### src/rtl/ipv6_text_parser_core_macros.svh
// ----------------------------------------------------------------------------
// ipv6_text_parser_core_macros.svh
// Assertion helpers shared by the IPv6 text parser RTL.
// ----------------------------------------------------------------------------
`ifndef IPV6_TEXT_PARSER_CORE_MACROS_SVH
`define IPV6_TEXT_PARSER_CORE_MACROS_SVH

// Same-cycle implication, disabled while reset is asserted.
`define V6P_ASSERT_NOW(name, ck, rn, ante, cons, msg) \
    name: assert property (@(posedge ck) disable iff (!(rn)) (ante) |-> (cons)) \
        else $error(msg);

// Next-cycle implication, disabled while reset is asserted.
`define V6P_ASSERT_NEXT(name, ck, rn, ante, cons, msg) \
    name: assert property (@(posedge ck) disable iff (!(rn)) (ante) |=> (cons)) \
        else $error(msg);

`endif

### src/rtl/v6p_pkg.sv
// ----------------------------------------------------------------------------
// v6p_pkg
// Types, phase codes, error codes and character helpers for the IPv6 parser.
// ----------------------------------------------------------------------------
package v6p_pkg;

    typedef struct packed {
        logic [7:0] character;
        logic       is_last;
    } v6p_in_t;

    typedef struct packed {
        logic [63:0] address_high;
        logic [63:0] address_low;
        logic [3:0]  error_code;
    } v6p_out_t;

    typedef enum logic [2:0] {
        PH_START     = 3'd0,
        PH_LEAD      = 3'd1,
        PH_GROUP     = 3'd2,
        PH_HEX       = 3'd3,
        PH_COLON     = 3'd4,
        PH_OCT_START = 3'd5,
        PH_OCT       = 3'd6
    } v6p_phase_t;

    // Error codes
    localparam logic [3:0] ERR_NONE        = 4'd0;
    localparam logic [3:0] ERR_LEAD_COLON  = 4'd1;
    localparam logic [3:0] ERR_TOO_MANY    = 4'd2;
    localparam logic [3:0] ERR_SECOND_GAP  = 4'd3;
    localparam logic [3:0] ERR_EMPTY_DOT   = 4'd4;
    localparam logic [3:0] ERR_TRAIL_COLON = 4'd5;
    localparam logic [3:0] ERR_BAD_CHAR    = 4'd6;
    localparam logic [3:0] ERR_NO_ROOM     = 4'd7;
    localparam logic [3:0] ERR_BAD_BCD     = 4'd8;
    localparam logic [3:0] ERR_OCT_START   = 4'd9;
    localparam logic [3:0] ERR_OCT_RANGE   = 4'd10;
    localparam logic [3:0] ERR_OCT_COUNT   = 4'd11;
    localparam logic [3:0] ERR_SHORT       = 4'd12;

    localparam logic [7:0]  CH_COLON     = 8'h3A;
    localparam logic [7:0]  CH_DOT       = 8'h2E;
    localparam logic [3:0]  GROUP_COUNT  = 4'd8;
    localparam logic [3:0]  QUAD_LIMIT   = 4'd6;
    localparam logic [15:0] BCD_MAX      = 16'h0255;
    localparam logic [3:0]  BCD_DIGIT_MAX = 4'd9;
    localparam logic [11:0] OCTET_MAX    = 12'd255;
    localparam logic [2:0]  DIGITS_MAX   = 3'd4;
    localparam logic [1:0]  LAST_OCTET   = 2'd3;

    // {valid, value} for a hex digit
    function automatic logic [4:0] hex_digit(input logic [7:0] c);
        logic [4:0] r;
        r = 5'd0;
        if (c >= 8'h30 && c <= 8'h39)
            r = {1'b1, c[3:0]};
        else if ((c >= 8'h61 && c <= 8'h66) || (c >= 8'h41 && c <= 8'h46))
            r = {1'b1, 4'(c[2:0] + 3'd1) + 4'd8};
        return r;
    endfunction

    // {valid, value} for a decimal digit
    function automatic logic [4:0] dec_digit(input logic [7:0] c);
        logic [4:0] r;
        r = 5'd0;
        if (c >= 8'h30 && c <= 8'h39)
            r = {1'b1, c[3:0]};
        return r;
    endfunction

endpackage

### src/rtl/ipv6_text_parser_core.sv
// Path: the final character passes through the input register, the parse-state
// snapshot register and the result register before its result shows on out_valid.
// Throughput: one character per cycle; the whole pipeline holds only while a
// finished result waits on out_ready.
// Reset: rst_n clears all control and parse state; the parser returns to start of text.
// ----------------------------------------------------------------------------
// ipv6_text_parser_core
// Parses IPv6 address text one character per transaction into a 128-bit
// address or an error code, including '::' compression and a dotted quad.
// ----------------------------------------------------------------------------
`include "ipv6_text_parser_core_macros.svh"

module ipv6_text_parser_core (
    input  logic              clk,
    input  logic              rst_n,
    input  logic              in_valid,
    output logic              in_ready,
    input  v6p_pkg::v6p_in_t  in_data,
    output logic              out_valid,
    input  logic              out_ready,
    output v6p_pkg::v6p_out_t out_data
);
    import v6p_pkg::*;

    // Pipeline moves as a whole whenever the result register is empty or out_ready is high.
    logic advance;

    // Stage A: input register
    logic       in_valid_reg;
    logic [7:0] char_reg;
    logic       last_reg;

    // Stage B: parse state
    logic [15:0] group_reg  [8];
    logic [15:0] group_next [8];
    logic [3:0]  count_reg, count_next;
    logic [3:0]  gap_reg, gap_next;
    logic [15:0] hex_reg, hex_next;
    logic [2:0]  digits_reg, digits_next;
    logic [7:0]  oct_reg, oct_next;
    logic [1:0]  octnum_reg, octnum_next;
    v6p_phase_t  phase_reg, phase_next;
    logic [3:0]  err_reg, err_next;

    // Snapshot of the final parse state, handed to the finishing stage
    logic        fin_valid_reg;
    logic [15:0] fin_group_reg [8];
    logic [3:0]  fin_count_reg;
    logic [3:0]  fin_gap_reg;
    logic [15:0] fin_hex_reg;
    logic [7:0]  fin_oct_reg;
    logic [1:0]  fin_octnum_reg;
    v6p_phase_t  fin_phase_reg;
    logic [3:0]  fin_err_reg;

    // Stage C: result register
    logic     out_valid_reg;
    v6p_out_t out_data_reg;

    // Character decode
    logic [4:0]  hex_d;
    logic [4:0]  dec_d;
    logic        is_colon;
    logic        is_dot;
    logic        bcd_bad;
    logic [9:0]  bcd_value;
    logic [11:0] oct_sum;
    logic [2:0]  oct_idx;
    logic        group_start;

    // Finishing stage
    logic [15:0] fin_grp_w [8];
    logic [3:0]  fin_cnt_w;
    logic [3:0]  fin_err_w;
    logic [3:0]  ncopy;
    logic [3:0]  base;
    logic [3:0]  src_idx [8];
    logic [15:0] res_grp [8];
    v6p_out_t    result;

    assign advance  = !out_valid_reg || out_ready;
    assign in_ready = advance;

    // ------------------------------------------------------------------
    // Stage A: capture the character
    // ------------------------------------------------------------------
    always_ff @(posedge clk or negedge rst_n)
    begin
        if (!rst_n)
        begin
            in_valid_reg <= 1'b0;
        end
        else if (advance)
        begin
            in_valid_reg <= in_valid;
        end
    end

    always_ff @(posedge clk)
    begin
        if (advance && in_valid)
        begin
            char_reg <= in_data.character;
            last_reg <= in_data.is_last;
        end
    end

    // ------------------------------------------------------------------
    // Stage B: one parse step on the held character
    // ------------------------------------------------------------------
    assign hex_d    = hex_digit(char_reg);
    assign dec_d    = dec_digit(char_reg);
    assign is_colon = (char_reg == CH_COLON);
    assign is_dot   = (char_reg == CH_DOT);

    // First octet of the quad is written as hex but must read as BCD up to 255.
    assign bcd_bad = (hex_reg > BCD_MAX) || (hex_reg[7:4] > BCD_DIGIT_MAX)
                   || (hex_reg[3:0] > BCD_DIGIT_MAX);
    assign bcd_value = 10'(hex_reg[9:8]) * 10'd100 + 10'(hex_reg[7:4]) * 10'd10
                     + 10'(hex_reg[3:0]);
    assign oct_sum = 12'(oct_reg) * 12'd10 + 12'(dec_d[3:0]);
    // Octets fill group_count and the group after it, high byte first.
    assign oct_idx = count_reg[2:0] + {2'b00, octnum_reg[1]};

    always_comb
    begin
        for (int i = 0; i < 8; i++)
            group_next[i] = group_reg[i];
        count_next  = count_reg;
        gap_next    = gap_reg;
        hex_next    = hex_reg;
        digits_next = digits_reg;
        oct_next    = oct_reg;
        octnum_next = octnum_reg;
        phase_next  = phase_reg;
        err_next    = err_reg;
        group_start = 1'b0;

        // Drop every character after the first error.
        if (err_reg == ERR_NONE)
        begin
            unique case (phase_reg) inside
                PH_START:
                begin
                    if (is_colon)
                        phase_next = PH_LEAD;
                    else
                        group_start = 1'b1;
                end
                PH_LEAD:
                begin
                    if (!is_colon)
                        err_next = ERR_LEAD_COLON;
                    else
                    begin
                        group_next[0] = 16'd0;
                        count_next    = 4'd1;
                        gap_next      = 4'd1;
                        phase_next    = PH_GROUP;
                    end
                end
                PH_GROUP, PH_COLON:
                begin
                    group_start = 1'b1;
                end
                PH_HEX:
                begin
                    if (hex_d[4])
                    begin
                        if (digits_reg >= DIGITS_MAX)
                            err_next = ERR_BAD_CHAR;
                        else
                        begin
                            hex_next    = {hex_reg[11:0], hex_d[3:0]};
                            digits_next = digits_reg + 3'd1;
                        end
                    end
                    else if (is_colon)
                    begin
                        group_next[count_reg[2:0]] = hex_reg;
                        count_next = count_reg + 4'd1;
                        phase_next = PH_COLON;
                    end
                    else if (is_dot)
                    begin
                        if (count_reg > QUAD_LIMIT)
                            err_next = ERR_NO_ROOM;
                        else if (bcd_bad)
                            err_next = ERR_BAD_BCD;
                        else
                        begin
                            group_next[count_reg[2:0]][15:8] = bcd_value[7:0];
                            octnum_next = 2'd1;
                            phase_next  = PH_OCT_START;
                        end
                    end
                    else
                        err_next = ERR_BAD_CHAR;
                end
                PH_OCT_START:
                begin
                    if (dec_d[4])
                    begin
                        oct_next   = {4'd0, dec_d[3:0]};
                        phase_next = PH_OCT;
                    end
                    else
                        err_next = ERR_OCT_START;
                end
                PH_OCT:
                begin
                    if (dec_d[4])
                    begin
                        if (oct_sum > OCTET_MAX)
                            err_next = ERR_OCT_RANGE;
                        else
                            oct_next = oct_sum[7:0];
                    end
                    else if (is_dot && octnum_reg < LAST_OCTET)
                    begin
                        if (octnum_reg[0])
                            group_next[oct_idx][7:0] = oct_reg;
                        else
                            group_next[oct_idx][15:8] = oct_reg;
                        octnum_next = octnum_reg + 2'd1;
                        phase_next  = PH_OCT_START;
                    end
                    else
                        err_next = ERR_OCT_COUNT;
                end
                default:
                begin
                    err_next = ERR_BAD_CHAR;
                end
            endcase

            // Start of a group: a second colon opens the gap, a hex digit a value.
            if (group_start)
            begin
                if (count_reg >= GROUP_COUNT)
                    err_next = ERR_TOO_MANY;
                else if (is_colon)
                begin
                    if (gap_reg != 4'd0)
                        err_next = ERR_SECOND_GAP;
                    else
                    begin
                        group_next[count_reg[2:0]] = 16'd0;
                        count_next = count_reg + 4'd1;
                        gap_next   = count_reg + 4'd1;
                        phase_next = PH_GROUP;
                    end
                end
                else if (hex_d[4])
                begin
                    hex_next    = {12'd0, hex_d[3:0]};
                    digits_next = 3'd1;
                    phase_next  = PH_HEX;
                end
                else
                    err_next = is_dot ? ERR_EMPTY_DOT : ERR_BAD_CHAR;
            end
        end
    end

    // Hold on stall; on the final character hand the state on and restart.
    always_ff @(posedge clk or negedge rst_n)
    begin
        if (!rst_n)
        begin
            for (int i = 0; i < 8; i++)
                group_reg[i] <= 16'd0;
            count_reg     <= 4'd0;
            gap_reg       <= 4'd0;
            hex_reg       <= 16'd0;
            digits_reg    <= 3'd0;
            oct_reg       <= 8'd0;
            octnum_reg    <= 2'd0;
            phase_reg     <= PH_START;
            err_reg       <= ERR_NONE;
            fin_valid_reg <= 1'b0;
        end
        else if (advance)
        begin
            fin_valid_reg <= in_valid_reg && last_reg;
            if (in_valid_reg)
            begin
                if (last_reg)
                begin
                    for (int i = 0; i < 8; i++)
                        group_reg[i] <= 16'd0;
                    count_reg  <= 4'd0;
                    gap_reg    <= 4'd0;
                    hex_reg    <= 16'd0;
                    digits_reg <= 3'd0;
                    oct_reg    <= 8'd0;
                    octnum_reg <= 2'd0;
                    phase_reg  <= PH_START;
                    err_reg    <= ERR_NONE;
                end
                else
                begin
                    for (int i = 0; i < 8; i++)
                        group_reg[i] <= group_next[i];
                    count_reg  <= count_next;
                    gap_reg    <= gap_next;
                    hex_reg    <= hex_next;
                    digits_reg <= digits_next;
                    oct_reg    <= oct_next;
                    octnum_reg <= octnum_next;
                    phase_reg  <= phase_next;
                    err_reg    <= err_next;
                end
            end
        end
    end

    always_ff @(posedge clk)
    begin
        if (advance && in_valid_reg && last_reg)
        begin
            for (int i = 0; i < 8; i++)
                fin_group_reg[i] <= group_next[i];
            fin_count_reg  <= count_next;
            fin_gap_reg    <= gap_next;
            fin_hex_reg    <= hex_next;
            fin_oct_reg    <= oct_next;
            fin_octnum_reg <= octnum_next;
            fin_phase_reg  <= phase_next;
            fin_err_reg    <= err_next;
        end
    end

    // ------------------------------------------------------------------
    // Stage C: close the open group, check counts, expand the gap
    // ------------------------------------------------------------------
    always_comb
    begin
        for (int i = 0; i < 8; i++)
            fin_grp_w[i] = fin_group_reg[i];
        fin_cnt_w = fin_count_reg;
        fin_err_w = fin_err_reg;

        if (fin_err_reg == ERR_NONE)
        begin
            unique case (fin_phase_reg) inside
                PH_START, PH_LEAD:
                    fin_err_w = ERR_LEAD_COLON;
                PH_COLON:
                    fin_err_w = ERR_TRAIL_COLON;
                PH_OCT_START:
                    fin_err_w = ERR_OCT_START;
                PH_HEX:
                begin
                    fin_grp_w[fin_count_reg[2:0]] = fin_hex_reg;
                    fin_cnt_w = fin_count_reg + 4'd1;
                end
                PH_OCT:
                begin
                    if (fin_octnum_reg != LAST_OCTET)
                        fin_err_w = ERR_OCT_COUNT;
                    else
                    begin
                        fin_grp_w[fin_count_reg[2:0] + 3'd1][7:0] = fin_oct_reg;
                        fin_cnt_w = fin_count_reg + 4'd2;
                    end
                end
                default:
                begin
                end
            endcase

            if (fin_err_w == ERR_NONE)
            begin
                if (fin_gap_reg == 4'd0)
                begin
                    if (fin_cnt_w != GROUP_COUNT)
                        fin_err_w = ERR_SHORT;
                end
                else if (fin_cnt_w > GROUP_COUNT || fin_gap_reg > fin_cnt_w)
                    fin_err_w = ERR_TOO_MANY;
            end
        end
    end

    // Groups after the gap move to the top; the gap itself reads as zero.
    assign ncopy = fin_cnt_w - fin_gap_reg;
    assign base  = GROUP_COUNT - ncopy;

    always_comb
    begin
        for (int i = 0; i < 8; i++)
        begin
            src_idx[i] = fin_gap_reg + 4'(i) - base;
            if (fin_gap_reg == 4'd0 || 4'(i) < fin_gap_reg)
                res_grp[i] = fin_grp_w[i];
            else if (4'(i) >= base)
                res_grp[i] = fin_grp_w[src_idx[i][2:0]];
            else
                res_grp[i] = 16'd0;
        end
    end

    always_comb
    begin
        result.error_code = fin_err_w;
        if (fin_err_w == ERR_NONE)
        begin
            result.address_high = {res_grp[0], res_grp[1], res_grp[2], res_grp[3]};
            result.address_low  = {res_grp[4], res_grp[5], res_grp[6], res_grp[7]};
        end
        else
        begin
            result.address_high = 64'd0;
            result.address_low  = 64'd0;
        end
    end

    always_ff @(posedge clk or negedge rst_n)
    begin
        if (!rst_n)
        begin
            out_valid_reg <= 1'b0;
        end
        else if (advance)
        begin
            out_valid_reg <= fin_valid_reg;
        end
    end

    always_ff @(posedge clk)
    begin
        if (advance && fin_valid_reg)
        begin
            out_data_reg <= result;
        end
    end

    assign out_valid = out_valid_reg;
    assign out_data  = out_data_reg;

    // ------------------------------------------------------------------
    // Assertions
    // ------------------------------------------------------------------
    `V6P_ASSERT_NOW(a_gap_in_range, clk, rst_n, 1'b1, gap_reg <= count_reg,
        "gap position beyond group count")
    `V6P_ASSERT_NOW(a_count_in_range, clk, rst_n, 1'b1, count_reg <= GROUP_COUNT,
        "group count above eight")
    `V6P_ASSERT_NOW(a_hex_digits, clk, rst_n, phase_reg == PH_HEX,
        digits_reg != 3'd0 && digits_reg <= DIGITS_MAX,
        "hex phase with bad digit count")
    `V6P_ASSERT_NEXT(a_finish_delivers, clk, rst_n, fin_valid_reg && advance,
        out_valid_reg, "finished text did not reach the result register")
    `V6P_ASSERT_NOW(a_error_zero_addr, clk, rst_n,
        out_valid_reg && out_data_reg.error_code != ERR_NONE,
        out_data_reg.address_high == 64'd0 && out_data_reg.address_low == 64'd0,
        "error result with nonzero address")

endmodule

### config.mk
export PLATFORM = sky130hd
export DESIGN_NAME = ipv6_text_parser_core
export DESIGN_NICKNAME = d
export VERILOG_FILES = /design/src/rtl/v6p_pkg.sv /design/src/rtl/ipv6_text_parser_core.sv
export VERILOG_INCLUDE_DIRS = /design/src /design/src/rtl
export SDC_FILE = /design/constraint.sdc
export NUM_CORES = 2
export LEC_CHECK = 0
export BUFFER_PORTS_ARGS = -buffer_cell sky130_fd_sc_hd__buf_4
export CORE_ASPECT_RATIO = 2
export CORE_MARGIN = 2
export CORE_UTILIZATION = 30
export CTS_CLUSTER_SIZE = 16
export DETAILED_ROUTE_END_ITERATION = 7
export PLACE_DENSITY = 0.54
export SLEW_MARGIN = 0
export SYNTH_ARGS = -nofsm -noshare
export SYNTH_HDL_FRONTEND = slang
export SYNTH_SLANG_ARGS = --single-unit
### constraint.sdc
create_clock -name clk -period 15.2 [get_ports clk]
set_input_delay 0 -clock clk [delete_from_list [all_inputs] [get_ports clk]]
set_output_delay 0 -clock clk [all_outputs]
set_load 0.03 [all_outputs]
# Word-level counts from Yosys, hierarchy flattened
# Memories as Yosys holds them, arrays and structs flattened.
# Index checks and enable logic that the tools add are counted.
dict set report word_totals {
  inputBits 13
  elab_cells 372
  out_inout_bits 134
  ff_bits 357
  n_memories 1
  ram_bits 128
}
dict set report op_classes {
  eq_ne 15
  order_cmp 48
  multipliers 3
  add_sub_neg 29
  n_mux 190
  n_reduce_logical 41
  n_bitwise 14
}
# memory depth word_bits read_ports rd_clocked_by_memory_dff wr line
set memory_table {}
lappend memory_table {fin_group_reg 8 16 8 0 8 ipv6_text_parser_core.sv:47} ;# logic [15:0] fin_group_reg [8];
# cell n
set op_table {}
lappend op_table {{$mux 128} 16}
lappend op_table {{$bwmux 128} 6}
lappend op_table {{$mux 16} 47}
lappend op_table {{$bmux 16 s3} 8}
lappend op_table {{$demux 16 s3} 6}
lappend op_table {{$pmux 128 s2} 1}
lappend op_table {{$pmux 112 s2} 1}
lappend op_table {{$mux 4} 45}
lappend op_table {{$and 128x128->128} 1}
lappend op_table {{$not 128->128} 1}
lappend op_table {{$mux 112} 1}
lappend op_table {{$mux 3} 26}
lappend op_table {{$mux 8} 7}
lappend op_table {{$ge 4x4->1 const B} 13}
lappend op_table {{$not 3->4} 12}
lappend op_table {{$pmux 16 s3} 1}
lappend op_table {{$sub 3x3->3} 8}
lappend op_table {{$logic_not 4->1} 5}
lappend op_table {{$mux 2} 10}
lappend op_table {{$pmux 4 s5} 1}
lappend op_table {{$eq 3x3->1 const B} 6}
lappend op_table {{$eq 8x6->1 const B} 2}
lappend op_table {{$ge 3x4->1 const A} 4}
lappend op_table {{$ge 8x7->1 const B} 2}
lappend op_table {{other kinds (55)} 110}

# Longest topological paths before layout
dict set report depth {
  ltp_word 20
  ltp_mapped 20
  depth_no_buf 17
}

# Least setup slack after synthesis
# OpenSTA, ideal clock, no wires.
dict set report synth_path {
  path_type {flip-flop to flip-flop}
  startpoint {reg out_valid_reg (netlist: out_valid)}
  endpoint {reg fin_count_reg[0], enable pin}
  setup_time_ps 521
  n_path_buf 2
  synth_period_minus_slack_ps 5407
  path_slack_ps 9793
  required_time_ps 14679
  arrival_ps 4886
  path_stages_with_launch 7
  path_cell_list {dfrtp_1 nand2b_1 clkbuf_1 and2_1 clkbuf_1 nand2_1 inv_1}
}
dict set report synth_via {
  elab_chain_len 4
}
# item line
set synth_rtl {}
lappend synth_rtl {{from (decl)} ipv6_text_parser_core.sv:57} ;# logic out_valid_reg;
lappend synth_rtl {{from (signal assigned)} ipv6_text_parser_core.sv:427} ;# out_valid_reg <= fin_valid_reg;
lappend synth_rtl {{$logic_not 1->1} ipv6_text_parser_core.sv:81} ;# assign advance = !out_valid_reg || out_ready;
lappend synth_rtl {{$logic_or 1x1->1} ipv6_text_parser_core.sv:81}
lappend synth_rtl {{net in_ready} ipv6_text_parser_core.sv:17} ;# output logic in_ready,
lappend synth_rtl {{$logic_and 1x1->1 (2 in a row)} ipv6_text_parser_core.sv:320} ;# if (advance && in_valid_reg && last_reg)
lappend synth_rtl {{to (signal assigned)} ipv6_text_parser_core.sv:324} ;# fin_count_reg <= count_next;
lappend synth_rtl {{to (decl)} ipv6_text_parser_core.sv:48} ;# logic [3:0] fin_count_reg;
# The timed path passes the listed nets, and every way through them passes these cells.
# A chain may end at the register's enable or synchronous reset.

# Final worst setup path
dict set report layout_path {
  startpoint {reg fin_phase_reg[1]}
  endpoint {reg out_data_reg (netlist bit out_data[22]) (data pin)}
}
dict set report layout_via {
  elab_chain_len 13
  elab_cells_between_ends 35
  cone_classes {3 x add/sub; 3 x order compare; 6 x eq/ne; 17 x mux; 1 x bitwise; 5 x reduce/logical}
}
# item line
set layout_rtl {}
lappend layout_rtl {{from (decl)} ipv6_text_parser_core.sv:53} ;# v6p_phase_t fin_phase_reg;
lappend layout_rtl {{from (signal assigned)} ipv6_text_parser_core.sv:329} ;# fin_phase_reg <= phase_next;
lappend layout_rtl {{$eq 3x3->1 (no line) / $eq 3x2->1 (equally long branches)} -}
lappend layout_rtl {{$pmux 4 s2} ipv6_text_parser_core.sv:346} ;# unique case (fin_phase_reg) inside
lappend layout_rtl {{$mux 4 (2 in a row)} ipv6_text_parser_core.sv:344} ;# if (fin_err_reg == ERR_NONE)
lappend layout_rtl {{$sub 4x4->4} ipv6_text_parser_core.sv:387} ;# assign ncopy = fin_cnt_w - fin_gap_reg;
lappend layout_rtl {{$sub 4x4->4} ipv6_text_parser_core.sv:388} ;# assign base = GROUP_COUNT - ncopy;
lappend layout_rtl {{$sub 3x3->3} ipv6_text_parser_core.sv:394} ;# src_idx[i] = fin_gap_reg + 4'(i) - base;
lappend layout_rtl {{$not 3->4 (implied by the code)} ipv6_text_parser_core.sv:398} ;# res_grp[i] = fin_grp_w[src_idx[i][2:0]];
lappend layout_rtl {{$bmux 16 s3} ipv6_text_parser_core.sv:398}
lappend layout_rtl {{$mux 16 (implied by the code) (2 in a row)} ipv6_text_parser_core.sv:398}
lappend layout_rtl {{$mux 16} ipv6_text_parser_core.sv:397} ;# else if (4'(i) >= base)
lappend layout_rtl {{$mux 16} ipv6_text_parser_core.sv:395} ;# if (fin_gap_reg == 4'd0 || 4'(i) < fin_gap_reg)
lappend layout_rtl {{to (signal assigned)} ipv6_text_parser_core.sv:435} ;# out_data_reg <= result;
lappend layout_rtl {{to (decl)} ipv6_text_parser_core.sv:58} ;# v6p_out_t out_data_reg;
# Several ways; a longest one is shown, not always the timed one. The select of a mux whose other input is x is not followed.

==> impl_metrics.prom <==
# TYPE chip_impl_metric gauge
chip_impl_metric{name="worst-endpoint-required",unit="ps"} 15660
chip_impl_metric{name="fin_crit_sh",unit="%"} 39.8
chip_impl_info{name="layout.cells.most_common_list",value="nand2_1 (662), nor2_1 (328), edfxtp_1 (310)"} 1
chip_impl_metric{name="yosys_warnings",unit=""} 0
chip_impl_metric{name="design.die.area",unit="um2"} 114000
chip_impl_metric{name="area_added_between_synthesis_and_finish",unit="%"} 13.5
chip_impl_metric{name="timing_max_transition_violations_final",unit=""} 0
chip_impl_info{name="worstPathCellList",value="nand3b_2 > o21ai_0 > nor2_1 > o21ai_0 > mux2i_1 > ha_1 > inv_1 > fa_1 > xor2_1 > xnor2_1 > xnor2_2 > inv_2 > a21oi_1 > nand2_1 > a31oi_1"} 1
chip_impl_metric{name="max-slew-margin-rel",unit="%"} 3.13
chip_impl_metric{name="worst_ep_arrival_time",unit="ps"} 6520
chip_impl_metric{name="initial_core_util",unit="%"} 30.3
chip_impl_metric{name="setup_ws",unit="ps"} 9140
chip_impl_info{name="status",value="finished, violations left"} 1
chip_impl_metric{name="max_clock_freq",unit="MHz"} 165
chip_impl_metric{name="fp-row-count",unit=""} 172
chip_impl_info{name="top_post_synthesis_cells_by_area",value="edfxtp_1 (28%), dfrtp_1 (13%), nand2_1 (7.5%)"} 1
chip_impl_metric{name="share_of_cells_above_drive_strength_1",unit="%"} 12.4
chip_impl_metric{name="power_density_relative_to_cell_area",unit="nW/um2"} 148
chip_impl_metric{name="grt_first_pass_wirelength",unit="um"} 224000
chip_impl_metric{name="finalNetCount",unit=""} 3917
chip_impl_metric{name="clock_sink_count",unit=""} 485
chip_impl_metric{name="cts_inserted_buffers",unit=""} 46
chip_impl_metric{name="synth_enable_flop_cells",unit=""} 310
chip_impl_metric{name="fp.dieH",unit="um"} 475
chip_impl_info{name="yosys.area.top_type",value="edfxtp_1"} 1
chip_impl_metric{name="vias",unit=""} 32700
chip_impl_info{name="crit_path_end_kind",value="flip-flop"} 1
chip_impl_info{name="worst_path_dominant_cell_family",value="compound AO/OA/AOI/OAI gates"} 1
chip_impl_metric{name="post_drt_via_cell_ratio",unit=""} 6.10
chip_impl_metric{name="worst_ir_drop_vdd",unit="mV"} 0.103
chip_impl_info{name="setup.worst_path.class",value="reg -> reg"} 1
chip_impl_info{name="grt_setup_unrepaired",value="no"} 1
chip_impl_metric{name="p_leak",unit="nW"} 13.9
chip_impl_metric{name="grt_usage",unit="%"} 26.9
chip_impl_info{name="clockRootBuffer",value="clkbuf_16"} 1
chip_impl_metric{name="gp_congestion",unit=""} 1.02
chip_impl_metric{name="clockBufferDepth",unit=""} 3
chip_impl_metric{name="cp_slowest_stage_delay",unit="ps"} 850
chip_impl_metric{name="postRouteAntennaNets",unit=""} 0
chip_impl_metric{name="drc",unit=""} 3
chip_impl_metric{name="worstPathMaxFanout",unit=""} 28
chip_impl_info{name="worst_hold_path_type",value="in -> async"} 1
chip_impl_metric{name="post_synth.cell_area_avg",unit="um2"} 8.71
chip_impl_info{name="critical-path-top-cell-by-count",value="o21ai_0"} 1
chip_impl_metric{name="post_synth_inst_count",unit=""} 3825
chip_impl_info{name="start_kind",value="flip-flop"} 1
chip_impl_metric{name="pre_cts_slack",unit="ps"} 9280
chip_impl_metric{name="core_region_area",unit="um2"} 110000
chip_impl_metric{name="grt_antenna_before_repair",unit=""} 3
chip_impl_metric{name="portBuffers",unit=""} 146
chip_impl_metric{name="pin_count",unit=""} 147
chip_impl_metric{name="max_reg_flops",unit=""} 132
chip_impl_metric{name="fp.dieW",unit="um"} 240
chip_impl_metric{name="part_of_the_yosys_area_used_for_sequential_elements",unit="%"} 41.1
chip_impl_metric{name="post_drt_wl_per_cell",unit="um"} 29.2
chip_impl_info{name="violations",value="design-rule violations"} 1
chip_impl_metric{name="post_route_minimum_period",unit="ps"} 6060
chip_impl_metric{name="synth_cell_types",unit=""} 104
chip_impl_info{name="most_common_cell_after_layout_fill_and_taps_aside",value="nand2_1"} 1
chip_impl_metric{name="postSynth.asyncResetShare",unit="%"} 36.1
chip_impl_metric{name="number_of_flip_flops_and_latches_in_the_synthesized_netlist",unit=""} 485
chip_impl_metric{name="drt_first_pass_iters",unit=""} 8
chip_impl_metric{name="clkSlewWorstSetupHoldPaths",unit="ps"} 70
chip_impl_metric{name="netlist_area",unit="um2"} 33300
chip_impl_metric{name="max_cap_viol_count",unit=""} 0
chip_impl_metric{name="htreeDepth",unit=""} 2
chip_impl_metric{name="synthesis.nets",unit=""} 3907
chip_impl_metric{name="cts_setup_buffers",unit=""} 0
chip_impl_metric{name="timing.setup.tns",unit="ps"} 0
chip_impl_metric{name="worst-slew-pin-transition",unit="ps"} 1450
chip_impl_metric{name="final-setup-viol-count",unit=""} 0
chip_impl_metric{name="finalHoldViolCount",unit=""} 0
chip_impl_info{name="synth_ff_type",value="edfxtp_1"} 1
chip_impl_metric{name="critical_path_buf_inv_count",unit=""} 2
chip_impl_metric{name="synth_top_cell_area_share",unit="%"} 27.9
chip_impl_metric{name="sum_of_net_half_perimeters_after_detailed_placement",unit="um"} 118000
chip_impl_metric{name="wl",unit="um"} 156000
chip_impl_metric{name="grt_start_max_net_pins",unit=""} 99
chip_impl_metric{name="grt_pass1_vias",unit=""} 31800
chip_impl_metric{name="grt_remaining_overflow",unit=""} 0
chip_impl_info{name="crit_slowest_cell",value="a21oi_1"} 1
chip_impl_metric{name="drt_iter0_markers",unit=""} 3296
chip_impl_metric{name="final.setup_skew",unit="ps"} 28.0
chip_impl_info{name="tritoncts",value="built"} 1
chip_impl_metric{name="clock_insertion_delay_worst_skew",unit="ps"} 640
[worst paths after layout]
kind,startpoint,slack (ps),cells past startpoint,endpoint
setup / recovery,fin_phase_reg[1]$_DFFE_PP_,9140,15,out_data[22]$_SDFFCE_PP0P_
setup reg to reg,fin_phase_reg[1]$_DFFE_PP_,9140,15,out_data[22]$_SDFFCE_PP0P_
min in group clk,in_data[8],100,2,char_reg[7]$_DFFE_PP_
max in group asynchronous,rst_n,14330,3,group_reg[17]$_DFFE_PN0P_
hold reg to reg,fin_valid_reg$_DFFE_PN0N_,480,2,out_valid$_DFFE_PN0N_
hold / removal,rst_n,40,3,group_reg[40]$_DFFE_PN0P_
[Yosys cell counts (39+ instances only)]
library cell  number
nand2_1          664
nor2_1           330
edfxtp_1         310
a21oi_1          287
o21ai_0          266
clkbuf_1         226
dfrtp_1          175
a22oi_1          164
o22ai_1          118
a22o_1            99
mux2i_1           85
a31oi_1           67
nand3_1           65
ha_1              61
nor3_1            58
inv_1             54
a221oi_1          47
buf_2             43
o2bb2ai_1         40
a32o_1            39
[metrics by stage]
stage / hold slack [ps] / total power, mW / instance area, um2 / utilization [%] / cells
6_report: 35.4 / 5.59 / 37800 / 34.4 / 5352
5_1_grt: 81.4 / 5.80 / 37800 / 34.4 / 5351
4_1_cts: 22.7 / 5.54 / 37800 / 34.4 / 5350
3_5_place_dp: 65.9 / 4.25 / 36000 / 32.8 / 5252
3_3_place_gp: 66.8 / 4.25 / 36000 / 32.8 / 5252
2_1_floorplan: -296 / 3.30 / 33300 / - / 3825
[logic make-up after synthesis]
kind of cell | after synthesis | share of synthesized area, %
AOI/OAI and AO/OA | 1392 | 28.0
xor gates and xnor gates | 44 | 1.29
adders and majority gates | 69 | 2.77
buffers and inverters | 366 | 4.34
DFF | 485 | 41.1
muxes | 129 | 4.52
and+or+nand+nor | 1340 | 17.9
[power by group]
group,internal (mW),switching (mW),leakage (nW)
clock,0.709,0.580,0.773
combinational,0.776,1.88,7.77
sequential,1.54,0.116,5.41
total,3.02,2.57,13.9
[repair_timing]
item                                    CTS  global route
endpoints found under the setup margin    0             0
hold endpoints to repair                 73             0
hold buffers                             14             0
resized for setup                         0             0
[worst min-delay path, cell delays in order]
cell	delay [ps]
dlygate4sd3_1	540
clkbuf_8	210
buf_16	330
[final cells by class]
type                       instances  area, um2
clock inverter                    34        422
multi-input combinational       2974      18300
fill                           11300      72200
tap                             1479       1850
timing repair buffer             271       2090
clock buffer                      50       1190
inverter                          57        219
sequential                       485      13700
antenna                            2       5.00
[per-layer routing]
metal / part of all wire (%) / vias to the layer above / global-route usage [%]
met3: 5.6 / 718 / 3.24
met4: 10 / 2 / 23.6
met2: 50 / 1757 / 48.2
met1: 34 / 15800 / 27.5
met5: 0.0064 / - / 0
li1: - / 14400 / -
Note: power is estimated with default switching activity, not from simulation.
